[src/design/sukt_pkg.sv]
`timescale 1ns / 1ps
`default_nettype none
// ----------------------------------------------------------------------------
// sukt_pkg: shared types and constants of the sorted unique key table
// Command and status codes, field widths and the compare result bundle.
// ----------------------------------------------------------------------------
package sukt_pkg;

    // field widths of the item and the result
    localparam int KEY_W     = 32;
    localparam int CMD_W     = 2;
    localparam int STATUS_W  = 3;
    localparam int ENTRY_W   = 5;
    localparam int M_TDATA_W = 40;
    localparam int M_PAD_W   = M_TDATA_W - KEY_W - ENTRY_W;

    // default table size
    localparam int DEFAULT_CAPACITY = 16;

    // command codes
    typedef enum logic [CMD_W-1:0] {
        CMD_INSERT = 2'd0,
        CMD_DELETE = 2'd1,
        CMD_SEARCH = 2'd2,
        CMD_DUMP   = 2'd3
    } cmd_t;

    // status codes
    typedef enum logic [STATUS_W-1:0] {
        ST_OK      = 3'd0,
        ST_DUP     = 3'd1,
        ST_MISSING = 3'd2,
        ST_FULL    = 3'd3,
        ST_EMPTY   = 3'd4
    } status_t;

    // shared comparator result: stored key against probe key
    typedef struct packed {
        logic eq;
        logic gt;
    } cmp_res_t;

endpackage
`default_nettype wire

[src/design/sorted_unique_key_table.sv]
`timescale 1ns / 1ps
`default_nettype none
// ----------------------------------------------------------------------------
// sorted_unique_key_table: ordered set of distinct signed keys
// Insert, delete, search and dump over a sorted table of up to CAPACITY keys.
// ----------------------------------------------------------------------------
//
//  channel | dir | tdata                              | tuser       | tlast
//  --------+-----+------------------------------------+-------------+-----------
//  s_      | in  | [31:0] key                         | [1:0] cmd   | -
//  m_      | out | [31:0] key_out, [36:32] entry_count| [2:0] status| last
//
//  one item at a time; s_tready is high only while the sequencer is idle
//  a shared comparator walks the table one entry at a time, a read step then a compare step
//  insert/delete shift entries one at a time (read, write) through the single write port
//  reset empties the table at once; no clearing pass, stalls on m_ just wait
//
module sorted_unique_key_table #(
    parameter int CAPACITY = sukt_pkg::DEFAULT_CAPACITY
) (
    input  wire logic                              aclk,
    input  wire logic                              aresetn,
    input  wire logic                              s_tvalid,
    output logic                                   s_tready,
    input  wire logic [sukt_pkg::KEY_W-1:0]        s_tdata,   // [31:0] key
    input  wire logic [sukt_pkg::CMD_W-1:0]        s_tuser,   // [1:0] cmd
    output logic                                   m_tvalid,
    input  wire logic                              m_tready,
    output logic      [sukt_pkg::M_TDATA_W-1:0]    m_tdata,   // [31:0] key_out, [36:32] entry_count
    output logic      [sukt_pkg::STATUS_W-1:0]     m_tuser,   // [2:0] status
    output logic                                   m_tlast
);
    import sukt_pkg::*;

    localparam int IDX_W = $clog2(CAPACITY);
    localparam int CNT_W = $clog2(CAPACITY + 1);
    localparam logic [CNT_W-1:0] CNT_ONE  = CNT_W'(1);
    localparam logic [CNT_W-1:0] CNT_FULL = CNT_W'(CAPACITY);

    typedef enum logic [9:0] {
        S_IDLE      = 10'b00_0000_0001,
        S_SCAN_RD   = 10'b00_0000_0010,
        S_SCAN_CMP  = 10'b00_0000_0100,
        S_DECIDE    = 10'b00_0000_1000,
        S_MOVE_RD   = 10'b00_0001_0000,
        S_MOVE_WR   = 10'b00_0010_0000,
        S_PUT       = 10'b00_0100_0000,
        S_DUMP_RD   = 10'b00_1000_0000,
        S_DUMP_EMIT = 10'b01_0000_0000,
        S_OUT       = 10'b10_0000_0000
    } state_t;

    typedef struct packed {
        status_t            status;
        logic [KEY_W-1:0]   key;
        logic [ENTRY_W-1:0] count;
        logic               last;
    } res_t;

    function automatic res_t make_res(status_t st, logic [KEY_W-1:0] k,
                                      logic [CNT_W-1:0] c, logic l);
        res_t r;
        r.status = st;
        r.key    = k;
        r.count  = ENTRY_W'(c);
        r.last   = l;
        return r;
    endfunction

    state_t             state_reg, state_next;
    cmd_t               cmd_reg, cmd_next;
    logic [KEY_W-1:0]   key_reg, key_next;
    logic [IDX_W-1:0]   idx_reg, idx_next;
    logic [CNT_W-1:0]   pos_reg, pos_next;
    logic               found_reg, found_next;
    logic [CNT_W-1:0]   count_reg, count_next;
    logic               out_valid_reg, out_valid_next;
    res_t               out_reg, out_next;

    logic               wr_en;
    logic [IDX_W-1:0]   wr_addr;
    logic [KEY_W-1:0]   wr_data;
    logic [IDX_W-1:0]   rd_addr;
    logic [KEY_W-1:0]   rd_data;
    cmp_res_t           cmp;

    logic [CNT_W-1:0]   idx_ext;
    logic [CNT_W-1:0]   count_dec;

    // key storage
    sukt_store #(
        .CAPACITY (CAPACITY)
    ) u_store (
        .aclk    (aclk),
        .wr_en   (wr_en),
        .wr_addr (wr_addr),
        .wr_data (wr_data),
        .rd_addr (rd_addr),
        .rd_data (rd_data)
    );

    // shared comparator
    sukt_cmp u_cmp (
        .stored_key (rd_data),
        .probe_key  (key_reg),
        .res        (cmp)
    );

    assign idx_ext   = CNT_W'(idx_reg);
    assign count_dec = count_reg - CNT_ONE;

    // handshake and result port
    assign s_tready = (state_reg == S_IDLE);
    assign m_tvalid = out_valid_reg;
    assign m_tdata  = {{M_PAD_W{1'b0}}, out_reg.count, out_reg.key};
    assign m_tuser  = out_reg.status;
    assign m_tlast  = out_reg.last;

    // sequencer
    always_comb begin
        state_next     = state_reg;
        cmd_next       = cmd_reg;
        key_next       = key_reg;
        idx_next       = idx_reg;
        pos_next       = pos_reg;
        found_next     = found_reg;
        count_next     = count_reg;
        out_valid_next = out_valid_reg;
        out_next       = out_reg;
        wr_en          = 1'b0;
        wr_addr        = idx_reg;
        wr_data        = rd_data;
        rd_addr        = idx_reg;

        unique case (state_reg)
            S_IDLE: begin
                if (s_tvalid) begin
                    cmd_next   = cmd_t'(s_tuser);
                    key_next   = s_tdata;
                    idx_next   = '0;
                    pos_next   = '0;
                    found_next = 1'b0;
                    if (cmd_t'(s_tuser) == CMD_DUMP) begin
                        if (count_reg == '0) begin
                            out_valid_next = 1'b1;
                            out_next       = make_res(ST_EMPTY, s_tdata, count_reg, 1'b1);
                            state_next     = S_OUT;
                        end else begin
                            state_next = S_DUMP_RD;
                        end
                    end else if (count_reg == '0) begin
                        state_next = S_DECIDE;
                    end else begin
                        state_next = S_SCAN_RD;
                    end
                end
            end

            // read one entry for the compare
            S_SCAN_RD: begin
                state_next = S_SCAN_CMP;
            end

            // compare: stop on match, on a larger key, or at the end
            S_SCAN_CMP: begin
                if (cmp.eq) begin
                    found_next = 1'b1;
                    pos_next   = idx_ext;
                    state_next = S_DECIDE;
                end else if (cmp.gt) begin
                    pos_next   = idx_ext;
                    state_next = S_DECIDE;
                end else if (idx_ext == count_dec) begin
                    pos_next   = count_reg;
                    state_next = S_DECIDE;
                end else begin
                    idx_next   = idx_reg + 1'b1;
                    state_next = S_SCAN_RD;
                end
            end

            // act on the scan outcome
            S_DECIDE: begin
                unique case (cmd_reg)
                    CMD_INSERT: begin
                        if (found_reg) begin
                            out_valid_next = 1'b1;
                            out_next       = make_res(ST_DUP, key_reg, count_reg, 1'b1);
                            state_next     = S_OUT;
                        end else if (count_reg == CNT_FULL) begin
                            out_valid_next = 1'b1;
                            out_next       = make_res(ST_FULL, key_reg, count_reg, 1'b1);
                            state_next     = S_OUT;
                        end else if (pos_reg == count_reg) begin
                            state_next = S_PUT;
                        end else begin
                            idx_next   = IDX_W'(count_reg);
                            state_next = S_MOVE_RD;
                        end
                    end
                    CMD_DELETE: begin
                        if (!found_reg) begin
                            out_valid_next = 1'b1;
                            out_next       = make_res(ST_MISSING, key_reg, count_reg, 1'b1);
                            state_next     = S_OUT;
                        end else if (pos_reg == count_dec) begin
                            count_next     = count_dec;
                            out_valid_next = 1'b1;
                            out_next       = make_res(ST_OK, key_reg, count_dec, 1'b1);
                            state_next     = S_OUT;
                        end else begin
                            idx_next   = IDX_W'(pos_reg);
                            state_next = S_MOVE_RD;
                        end
                    end
                    CMD_SEARCH: begin
                        out_valid_next = 1'b1;
                        state_next     = S_OUT;
                        if (count_reg == '0) begin
                            out_next = make_res(ST_EMPTY, key_reg, count_reg, 1'b1);
                        end else if (!found_reg) begin
                            out_next = make_res(ST_MISSING, key_reg, count_reg, 1'b1);
                        end else begin
                            out_next = make_res(ST_OK, key_reg, count_reg, 1'b1);
                        end
                    end
                    default: begin
                        state_next = S_IDLE;
                    end
                endcase
            end

            // fetch the neighbor that moves into idx
            S_MOVE_RD: begin
                if (cmd_reg == CMD_INSERT) begin
                    rd_addr = idx_reg - 1'b1;
                end else begin
                    rd_addr = idx_reg + 1'b1;
                end
                state_next = S_MOVE_WR;
            end

            // write the moved key, step toward the gap on insert, toward the end on delete
            S_MOVE_WR: begin
                wr_en   = 1'b1;
                wr_addr = idx_reg;
                wr_data = rd_data;
                if (cmd_reg == CMD_INSERT) begin
                    idx_next = idx_reg - 1'b1;
                    if (CNT_W'(idx_reg - 1'b1) == pos_reg) begin
                        state_next = S_PUT;
                    end else begin
                        state_next = S_MOVE_RD;
                    end
                end else begin
                    idx_next = idx_reg + 1'b1;
                    if ((idx_ext + CNT_ONE) == count_dec) begin
                        count_next     = count_dec;
                        out_valid_next = 1'b1;
                        out_next       = make_res(ST_OK, key_reg, count_dec, 1'b1);
                        state_next     = S_OUT;
                    end else begin
                        state_next = S_MOVE_RD;
                    end
                end
            end

            // place the new key in its slot
            S_PUT: begin
                wr_en          = 1'b1;
                wr_addr        = IDX_W'(pos_reg);
                wr_data        = key_reg;
                count_next     = count_reg + CNT_ONE;
                out_valid_next = 1'b1;
                out_next       = make_res(ST_OK, key_reg, count_reg + CNT_ONE, 1'b1);
                state_next     = S_OUT;
            end

            // dump: read one key
            S_DUMP_RD: begin
                state_next = S_DUMP_EMIT;
            end

            S_DUMP_EMIT: begin
                out_valid_next = 1'b1;
                out_next       = make_res(ST_OK, rd_data, count_reg, idx_ext == count_dec);
                state_next     = S_OUT;
            end

            // hold the result item until taken
            S_OUT: begin
                if (m_tready) begin
                    out_valid_next = 1'b0;
                    if (cmd_reg == CMD_DUMP && !out_reg.last) begin
                        idx_next   = idx_reg + 1'b1;
                        state_next = S_DUMP_RD;
                    end else begin
                        state_next = S_IDLE;
                    end
                end
            end

            default: begin
                state_next = S_IDLE;
            end
        endcase
    end

    // control registers
    always_ff @(posedge aclk) begin
        if (!aresetn) begin
            state_reg     <= S_IDLE;
            count_reg     <= '0;
            out_valid_reg <= 1'b0;
        end else begin
            state_reg     <= state_next;
            count_reg     <= count_next;
            out_valid_reg <= out_valid_next;
        end
    end

    // working and payload registers
    always_ff @(posedge aclk) begin
        cmd_reg   <= cmd_next;
        key_reg   <= key_next;
        idx_reg   <= idx_next;
        pos_reg   <= pos_next;
        found_reg <= found_next;
        out_reg   <= out_next;
    end

endmodule
`default_nettype wire

[src/design/sukt_store.sv]
`timescale 1ns / 1ps
`default_nettype none
// ----------------------------------------------------------------------------
// sukt_store: key storage
// Single write port, single read port with registered read data.
// ----------------------------------------------------------------------------
module sukt_store #(
    parameter int CAPACITY = sukt_pkg::DEFAULT_CAPACITY
) (
    input  wire logic                                  aclk,
    input  wire logic                                  wr_en,
    input  wire logic [$clog2(CAPACITY)-1:0]           wr_addr,
    input  wire logic [sukt_pkg::KEY_W-1:0]            wr_data,
    input  wire logic [$clog2(CAPACITY)-1:0]           rd_addr,
    output logic      [sukt_pkg::KEY_W-1:0]            rd_data
);
    import sukt_pkg::*;

    logic [KEY_W-1:0] mem [CAPACITY];

    // write port
    always_ff @(posedge aclk) begin
        if (wr_en) begin
            mem[wr_addr] <= wr_data;
        end
    end

    // registered read port
    always_ff @(posedge aclk) begin
        rd_data <= mem[rd_addr];
    end

endmodule
`default_nettype wire

[src/design/sukt_cmp.sv]
`timescale 1ns / 1ps
`default_nettype none
// ----------------------------------------------------------------------------
// sukt_cmp: shared key comparator
// Signed compare of a stored key against the probe key.
// ----------------------------------------------------------------------------
module sukt_cmp (
    input  wire logic [sukt_pkg::KEY_W-1:0] stored_key,
    input  wire logic [sukt_pkg::KEY_W-1:0] probe_key,
    output sukt_pkg::cmp_res_t              res
);
    import sukt_pkg::*;

    // equality and signed greater-than
    always_comb begin
        res.eq = (stored_key == probe_key);
        res.gt = ($signed(stored_key) > $signed(probe_key));
    end

endmodule
`default_nettype wire

[config.mk]
export PLATFORM = sky130hd
export DESIGN_NAME = sorted_unique_key_table
export DESIGN_NICKNAME = d
export VERILOG_FILES = /design/src/design/sukt_pkg.sv /design/src/design/sorted_unique_key_table.sv /design/src/design/sukt_store.sv /design/src/design/sukt_cmp.sv
export SDC_FILE = /design/constraint.sdc
export NUM_CORES = 1
export LEC_CHECK = 0
export ABC_AREA = 0
export BUFFER_PORTS_ARGS = -buffer_cell sky130_fd_sc_hd__buf_4
export CORE_ASPECT_RATIO = 1.75
export CORE_MARGIN = 4
export CORE_UTILIZATION = 57
export DETAILED_ROUTE_END_ITERATION = 7
export PLACE_DENSITY = 0.77
export SLEW_MARGIN = 40
export SYNTH_ARGS = -nofsm -noshare
export SYNTH_HDL_FRONTEND = slang
export SYNTH_SLANG_ARGS = --single-unit
[constraint.sdc]
create_clock -name aclk -period 3.9 [get_ports aclk]
set_input_delay 0.195 -clock aclk [delete_from_list [all_inputs] [get_ports aclk]]
set_output_delay 0.195 -clock aclk [all_outputs]
set_load 0.03 [all_outputs]
== Yosys cells after proc, flatten, opt, wreduce, memory -nomap -nowiden ==
Memory sizes are Yosys's and may differ from the RTL's. A register that Yosys moved wholly into a read port is not among the register bits.
Cells that the tools add are included.

* Flip-flop bits (word level): 101
* Memory bits (writable): 512
* Logic and storage cells: 162
* Memories: 1

* Add/subtract/negate cells: 6
* Order comparisons: 1
* Eq/ne operators: 45
* Mux-type cells: 78
* Reduce and logical (&&, ||, !) cells: 19

{| class="wikitable"
|+ Memories
! memory !! depth !! bits a word !! rd ports !! clocked after Yosys merged registers in !! wr ports !! line !! text
|-
| u_store.mem || 16 || 32 || 1 || 1 || 1 || sukt_store.sv:19 || <nowiki>logic [KEY_W-1:0] mem [CAPACITY];</nowiki>
|}

{| class="wikitable"
|+ Operators by type and width
! operator !! count
|-
| two-way mux 41 bit || 10
|-
| one-hot mux 41 bit (5 select lines) || 1
|-
| one-hot mux 41 bit (3 select lines) || 1
|-
| two-way mux 10 bit || 10
|-
| one-hot mux 10 bit (9 select lines) || 1
|-
| two-way mux 4 bit || 18
|-
| two-way mux 5 bit || 9
|-
| two-way mux 40 bit || 1
|-
| == test 32 bit || 1
|-
| > comparator 32 bit || 1
|-
| two-way mux 32 bit || 1
|-
| one-hot mux 10 bit (3 select lines) || 1
|-
| inequality test 2 bit, second input constant || 11
|-
| == test 5 bit || 4
|-
| one-hot mux 4 bit (5 select lines) || 1
|-
| two-way mux 1 bit || 15
|-
| inequality test 3 bit, second input constant || 5
|-
| one-hot mux 5 bit (3 select lines) || 1
|-
| nonzero test 5 bit || 3
|-
| two-way mux 7 bit || 2
|-
| AND reduction 13 bit || 1
|-
| inequality test 4 bit, second input constant || 3
|-
| == test 10 x 1 -> 1 bit, second input constant || 1
|-
| == test 10 bit, second input constant || 1
|-
| 39 further kinds || 46
|}

== Logic depth before layout (Yosys ltp) ==
* Depth in word-level cells: 6
* Depth in mapped cells: 13
* Depth with buffers taken out: 10

== Modules after synthesis ==
Synthesis repeated with hierarchy kept, for this count alone.

* Cells, all modules: 1596
* Area, all modules: 26585.5 sq um

{| class="wikitable"
|+ By module, submodules not included
! module !! instances !! cells each !! area an instance (sq um) !! seq. area each (sq um)
|-
| sukt_store || 1 || 838 || 19835.3 || 16015.4
|-
| sorted_unique_key_table || 1 || 644 || 5919.4 || 2872.8
|-
| sukt_cmp || 1 || 114 || 830.8 || 0.0
|}

== Worst setup path after synthesis ==
No wires, ideal clock.

* Path type: register -> register
* From: register idx_reg[0]
* To: register out_reg, in the netlist m_tdata[0], enable pin
* Setup time: 0.403 ns
* Data arrival time: 3.214 ns
* Required time: 3.497 ns
* Setup slack: 0.283 ns
* Stages on the path, launching flop included: 11
* Clock period less this slack: 3.617 ns
* Cells stage by stage: edfxtp_1 buf_2 inv_2 clkbuf_1 ha_1 xnor2_1 or3_1 a211oi_2 nor2_1 a21oi_1 and2_1

* Cells in the longest elaborated chain, start to end: 4

{| class="wikitable"
|+ RTL lines
! element !! line !! text
|-
| start, declared || sorted_unique_key_table.sv:73 || <nowiki>logic [IDX_W-1:0] idx_reg, idx_next;</nowiki>
|-
| start signal, assigned || sorted_unique_key_table.sv:326 || <nowiki>idx_reg <= idx_next;</nowiki>
|-
| adder 4 x 1 -> 5 bit || sorted_unique_key_table.sv:257 || <nowiki>if ((idx_ext + CNT_ONE) == count_dec) begin</nowiki>
|-
| == test 5 bit || sorted_unique_key_table.sv:257 ||
|-
| inequality test 2 bit (no source line) || n/a ||
|-
| AND reduction 9 bit (no source line) || n/a ||
|-
| end signal, assigned || sorted_unique_key_table.sv:329 || <nowiki>out_reg <= out_next;</nowiki>
|-
| end, declared || sorted_unique_key_table.sv:78 || <nowiki>res_t out_reg, out_next;</nowiki>
|}

Every way passes these cells.
A chain may end at the register's enable or synchronous reset.

== Worst setup path after layout ==
* From: register state_reg[9]
* To: register state_reg[0]

* Cells in the longest elaborated chain, start to end: 3
* Elaborated cells between the ends (all ways): 15
* Those cells by class: eq/ne: 12; mux: 1; reduce/logical: 2

{| class="wikitable"
|+ RTL lines
! element !! line !! text
|-
| start, declared || sorted_unique_key_table.sv:70 || <nowiki>state_t state_reg, state_next;</nowiki>
|-
| start signal, assigned || sorted_unique_key_table.sv:316 || <nowiki>state_reg <= state_next;</nowiki>
|-
| == test 10 x 9 -> 1 bit, or another cell as far along || sorted_unique_key_table.sv:135 || <nowiki>unique case (state_reg)</nowiki>
|-
| OR reduction 2 bit (no source line) or inequality test 2 bit (tied branches) || n/a ||
|-
| one-hot mux 10 bit (9 select lines) or AND reduction 2 bit (tied branches) || n/a ||
|}

Parallel ways exist; a longest one is shown, timed or not.

==> qor.json <==
{
  "finalHoldWorstSlack": {"value": 0.3302, "unit": "ns"},
  "cts.sinks": {"value": 645},
  "number_of_pins_with_negative_max_slew_slack_in_the_final_report": {"value": 0},
  "fin_skew": {"value": 0.01330, "unit": "ns"},
  "comb_power_share": {"value": 0.411},
  "initial_core_util": {"value": 0.5776},
  "busiest_layer": {"value": "met2"},
  "wl_per_cell": {"value": 25.94, "unit": "microns"},
  "stdcell_count": {"value": 3287},
  "worst_ir_drop_vdd": {"value": 775.1, "unit": "uV"},
  "final_net_count": {"value": 2651},
  "drc": {"value": 0},
  "fmaxAchievable": {"value": 0.2716, "unit": "GHz"},
  "grt_pass1_vias": {"value": 21950},
  "async_reset_ff_frac": {"value": 0},
  "grt_max_degree": {"value": 107},
  "largest-register": {"value": "u_store.mem"},
  "finalWirelength": {"value": 85.26, "unit": "mm"},
  "synth_simple_gate_area_share": {"value": 0.1515},
  "grt.met2_usage": {"value": 0.4948},
  "crit_arrival": {"value": 4.15, "unit": "ns"},
  "p_int": {"value": 15810, "unit": "uW"},
  "synth_top_cells_by_count": {"value": "597 x sky130_fd_sc_hd__edfxtp_1, 396 x sky130_fd_sc_hd__nand2_1, 305 x sky130_fd_sc_hd__nand3_1"},
  "number_of_buffers_created_by_cts": {"value": 54},
  "cts.reportedPaths.clkPinSlew": {"value": 0.07, "unit": "ns"},
  "timing.critical_path.from_type": {"value": "register"},
  "hold_viol_final": {"value": 0},
  "timing.slew.headroom": {"value": 0.4646},
  "avgSynthCellArea": {"value": 12.06, "unit": "sq um"},
  "ant_nets": {"value": 0},
  "placedCellCount": {"value": 3149},
  "timing.final.crit_share": {"value": 0.9439},
  "finalSetupViolations": {"value": 0},
  "gr-usage-all-layers": {"value": 0.2910},
  "tritoncts": {"value": "done"},
  "vias": {"value": 21920},
  "fillerInstances": {"value": 3635},
  "yosysWarningCount": {"value": 0},
  "yosys_register_bits": {"value": 645},
  "post-synth-top-count-cell": {"value": "sky130_fd_sc_hd__edfxtp_1"},
  "gp_routability_congestion": {"value": 0.8909},
  "synthAdderAreaFrac": {"value": 0.01721},
  "ctsRootBufferMaster": {"value": "sky130_fd_sc_hd__clkbuf_16"},
  "timing.critical_path.fanout_max": {"value": 47},
  "rsz0062_at_grt": {"value": "no"},
  "multi_input_area": {"value": 10240, "unit": "sq um"},
  "largest_register_ffs": {"value": 512},
  "clock_latency_at_the_later_pin_of_the_worst_skew_pair": {"value": 0.60, "unit": "ns"},
  "gr-usage-met3": {"value": 0.04190},
  "grt.overflow.total": {"value": 0},
  "post-route-min-period": {"value": 3.681, "unit": "ns"},
  "drt_pass1_iterations": {"value": 6},
  "netlist_area": {"value": 29810, "unit": "sq um"},
  "synth_compound_gate_area_share": {"value": 0.06421},
  "detailed_place_hpwl": {"value": 51.03, "unit": "mm"},
  "clk_pwr_share": {"value": 0.219},
  "leakagePower": {"value": 0.01220, "unit": "uW"},
  "core_region_area": {"value": 51610, "unit": "sq um"},
  "detail_route.vias_per_cell": {"value": 6.669},
  "distinct_cell_type_count_of_the_synthesized_netlist": {"value": 67},
  "synth_top_family_by_area": {"value": "simple AND/OR/NAND/NOR gates"},
  "yosys.area.top_type_share": {"value": 0.6013},
  "timing.critical_path.to_type": {"value": "register"},
  "floorplan_die_area": {"value": 56170, "unit": "sq um"},
  "drt-initial-drc-count": {"value": 2616},
  "floorplan.io_pins": {"value": 84},
  "number_of_h_tree_branching_levels": {"value": 2},
  "floorplan.die.width": {"value": 180.9, "unit": "microns"},
  "drv_cap": {"value": 0},
  "timing_worst_setup_path_type": {"value": "register to register"},
  "cts_max_path_buffers": {"value": 3},
  "run_status": {"value": "finished, final reports clean"},
  "yosys.area.top_type": {"value": "sky130_fd_sc_hd__edfxtp_1"},
  "most_area_consuming_cells_after_synthesis": {"value": "sky130_fd_sc_hd__edfxtp_1 60%, sky130_fd_sc_hd__mux2i_1 6.1%, sky130_fd_sc_hd__nand3_1 5.1%, sky130_fd_sc_hd__nand2_1 5.0%, sky130_fd_sc_hd__mux2_2 3.2%"},
  "hold_class": {"value": "input port to register"},
  "fp-row-count": {"value": 110},
  "area_growth": {"value": 14.55, "unit": "%"},
  "global_route_met1_utilization": {"value": 0.3471},
  "number_of_flops_mapped_to_enable_cells_by_yosys": {"value": 597},
  "height_of_the_die": {"value": 310.5, "unit": "microns"},
  "ys.flop_type": {"value": "sky130_fd_sc_hd__edfxtp_1"},
  "post_synth_xor_area_fraction": {"value": 0.008981},
  "switching_power": {"value": 9631, "unit": "uW"},
  "setup-tns-final": {"value": 0, "unit": "ns"},
  "critPathRequiredTime": {"value": 4.37, "unit": "ns"},
  "swShare": {"value": 0.3786},
  "syn_inst": {"value": 2472},
  "synth_seq_area_share": {"value": 0.6335},
  "powerDensity": {"value": 744.9, "unit": "nW/um^2"},
  "layout.core_utilization": {"value": 0.6617},
  "cts_resized": {"value": 0},
  "post_route_cells_drive_above_1_share": {"value": 0.1507},
  "actual_slew_at_the_worst_max_slew_pin": {"value": 0.8031, "unit": "ns"},
  "synth.mux.area_fraction": {"value": 0.09325},
  "power.share.sequential": {"value": 0.371},
  "final-seq-area": {"value": 18890, "unit": "sq um"},
  "io_buffer_count": {"value": 80},
  "grt_pass1_wl": {"value": 127.5, "unit": "mm"},
  "grt_antenna_before_repair": {"value": 0}
}
==> area by class of cell <==
cell class	instances	share of cell area
inverter	47	0.005166
sequential	645	0.5531
multi-input combinational	1598	0.2997
antenna	1	0.00007328
clock inverter	28	0.01026
tap	672	0.02462
timing repair buffer	226	0.06544
clock buffer	70	0.04162
==> worst max-delay path, stage by stage, from the launching register on <==
cell                            delay, ns
sky130_fd_sc_hd__dfxtp_1             0.37
sky130_fd_sc_hd__nor4_4              0.49
sky130_fd_sc_hd__nand3_2             0.17
sky130_fd_sc_hd__or3b_2              0.55
sky130_fd_sc_hd__buf_4               0.33
sky130_fd_sc_hd__nand3_4             0.13
sky130_fd_sc_hd__buf_4               0.48
sky130_fd_sc_hd__nor4_1              0.14
sky130_fd_sc_hd__a211oi_1            0.23
sky130_fd_sc_hd__o21ai_0             0.11
sky130_fd_sc_hd__dlygate4sd3_1       0.56
==> layout by cell type (no fill, tap or decap), types with 6 or more instances in the layout <==
cell type / instances
sky130_fd_sc_hd__inv_1: 45
sky130_fd_sc_hd__nor2_1: 44
sky130_fd_sc_hd__mux2i_1: 181
sky130_fd_sc_hd__clkbuf_1: 15
sky130_fd_sc_hd__a21oi_1: 30
sky130_fd_sc_hd__edfxtp_1: 597
sky130_fd_sc_hd__xnor2_1: 18
sky130_fd_sc_hd__clkinv_2: 7
sky130_fd_sc_hd__nor3_1: 101
sky130_fd_sc_hd__a22oi_1: 33
sky130_fd_sc_hd__clkbuf_16: 54
sky130_fd_sc_hd__nand4b_1: 21
sky130_fd_sc_hd__ha_1: 41
sky130_fd_sc_hd__a31oi_1: 102
sky130_fd_sc_hd__xor2_1: 8
sky130_fd_sc_hd__dfxtp_1: 48
sky130_fd_sc_hd__dlygate4sd3_1: 38
sky130_fd_sc_hd__o211ai_1: 12
sky130_fd_sc_hd__a32oi_1: 13
sky130_fd_sc_hd__nand3_1: 305
sky130_fd_sc_hd__nand4_1: 37
sky130_fd_sc_hd__buf_4: 154
sky130_fd_sc_hd__o21ai_0: 51
sky130_fd_sc_hd__buf_16: 7
sky130_fd_sc_hd__nand2_1: 396
sky130_fd_sc_hd__mux2_2: 86
sky130_fd_sc_hd__buf_12: 21
sky130_fd_sc_hd__clkinv_1: 10
sky130_fd_sc_hd__bufinv_16: 8
sky130_fd_sc_hd__o22ai_1: 6
sky130_fd_sc_hd__nor2b_1: 6
sky130_fd_sc_hd__nor2_4: 17
==> metrics by stage <==
| stage | power [uW] | setup WS, ns | area, sq um |
|---|---|---|---|
| floorplan | 16170 | 0.2829 | 29820 |
| global placement | 19400 | 0.4349 | 31720 |
| detailed placement | 19690 | 0.4753 | 31970 |
| CTS | 25260 | 0.3223 | 34120 |
| global route | 26390 | 0.09155 | 34150 |
| finish | 25440 | 0.2188 | 34150 |
==> routing by layer <==
metal,vias up,share of wire
met4,0,0.069
met2,1453,0.50
met1,10650,0.35
met5,-,0
li1,9481,-
met3,341,0.086
==> logic make-up (layout without fill, tap and decap cells) <==
| kind of cell | after synthesis | in the layout |
|---|---|---|
| buf+inv | 231 | 371 |
| mux | 267 | 267 |
| other cells | 1 | 4 |
| flops | 645 | 645 |
| fa+ha+maj | 41 | 41 |
| xor+xnor | 29 | 29 |
| compound gates | 292 | 292 |
| simple gates | 966 | 966 |
==> final timing paths <==
check	start	to	slack, ns	depth (start not counted)
hold / removal	s_tdata[28]	key_reg[28]	0.33	2
setup / recovery	state_reg[9]	state_reg[0]	0.22	10
hold reg to reg	m_tvalid	m_tvalid	0.51	1
setup reg to reg	state_reg[9]	state_reg[0]	0.22	10
==> power groups by stage <==
stage                     Sequential [uW]  Clock (uW)  Combinational [uW]
after CTS                            9410        5600               10300
after floorplan                      9440           0                6730
after global placement               9530           0                9870
after global routing                 9450        5860               11100
final                                9430        5560               10400
after detailed placement             9550           0               10100
==> what timing repair did <==
| item | in CTS | in global routing |
|---|---|---|
| hold buffers | 38 | 0 |
| endpoints found under the hold margin | 71 | 0 |
| setup buffers | 0 | 0 |
No activity file was read; power rests on OpenSTA's default activity.
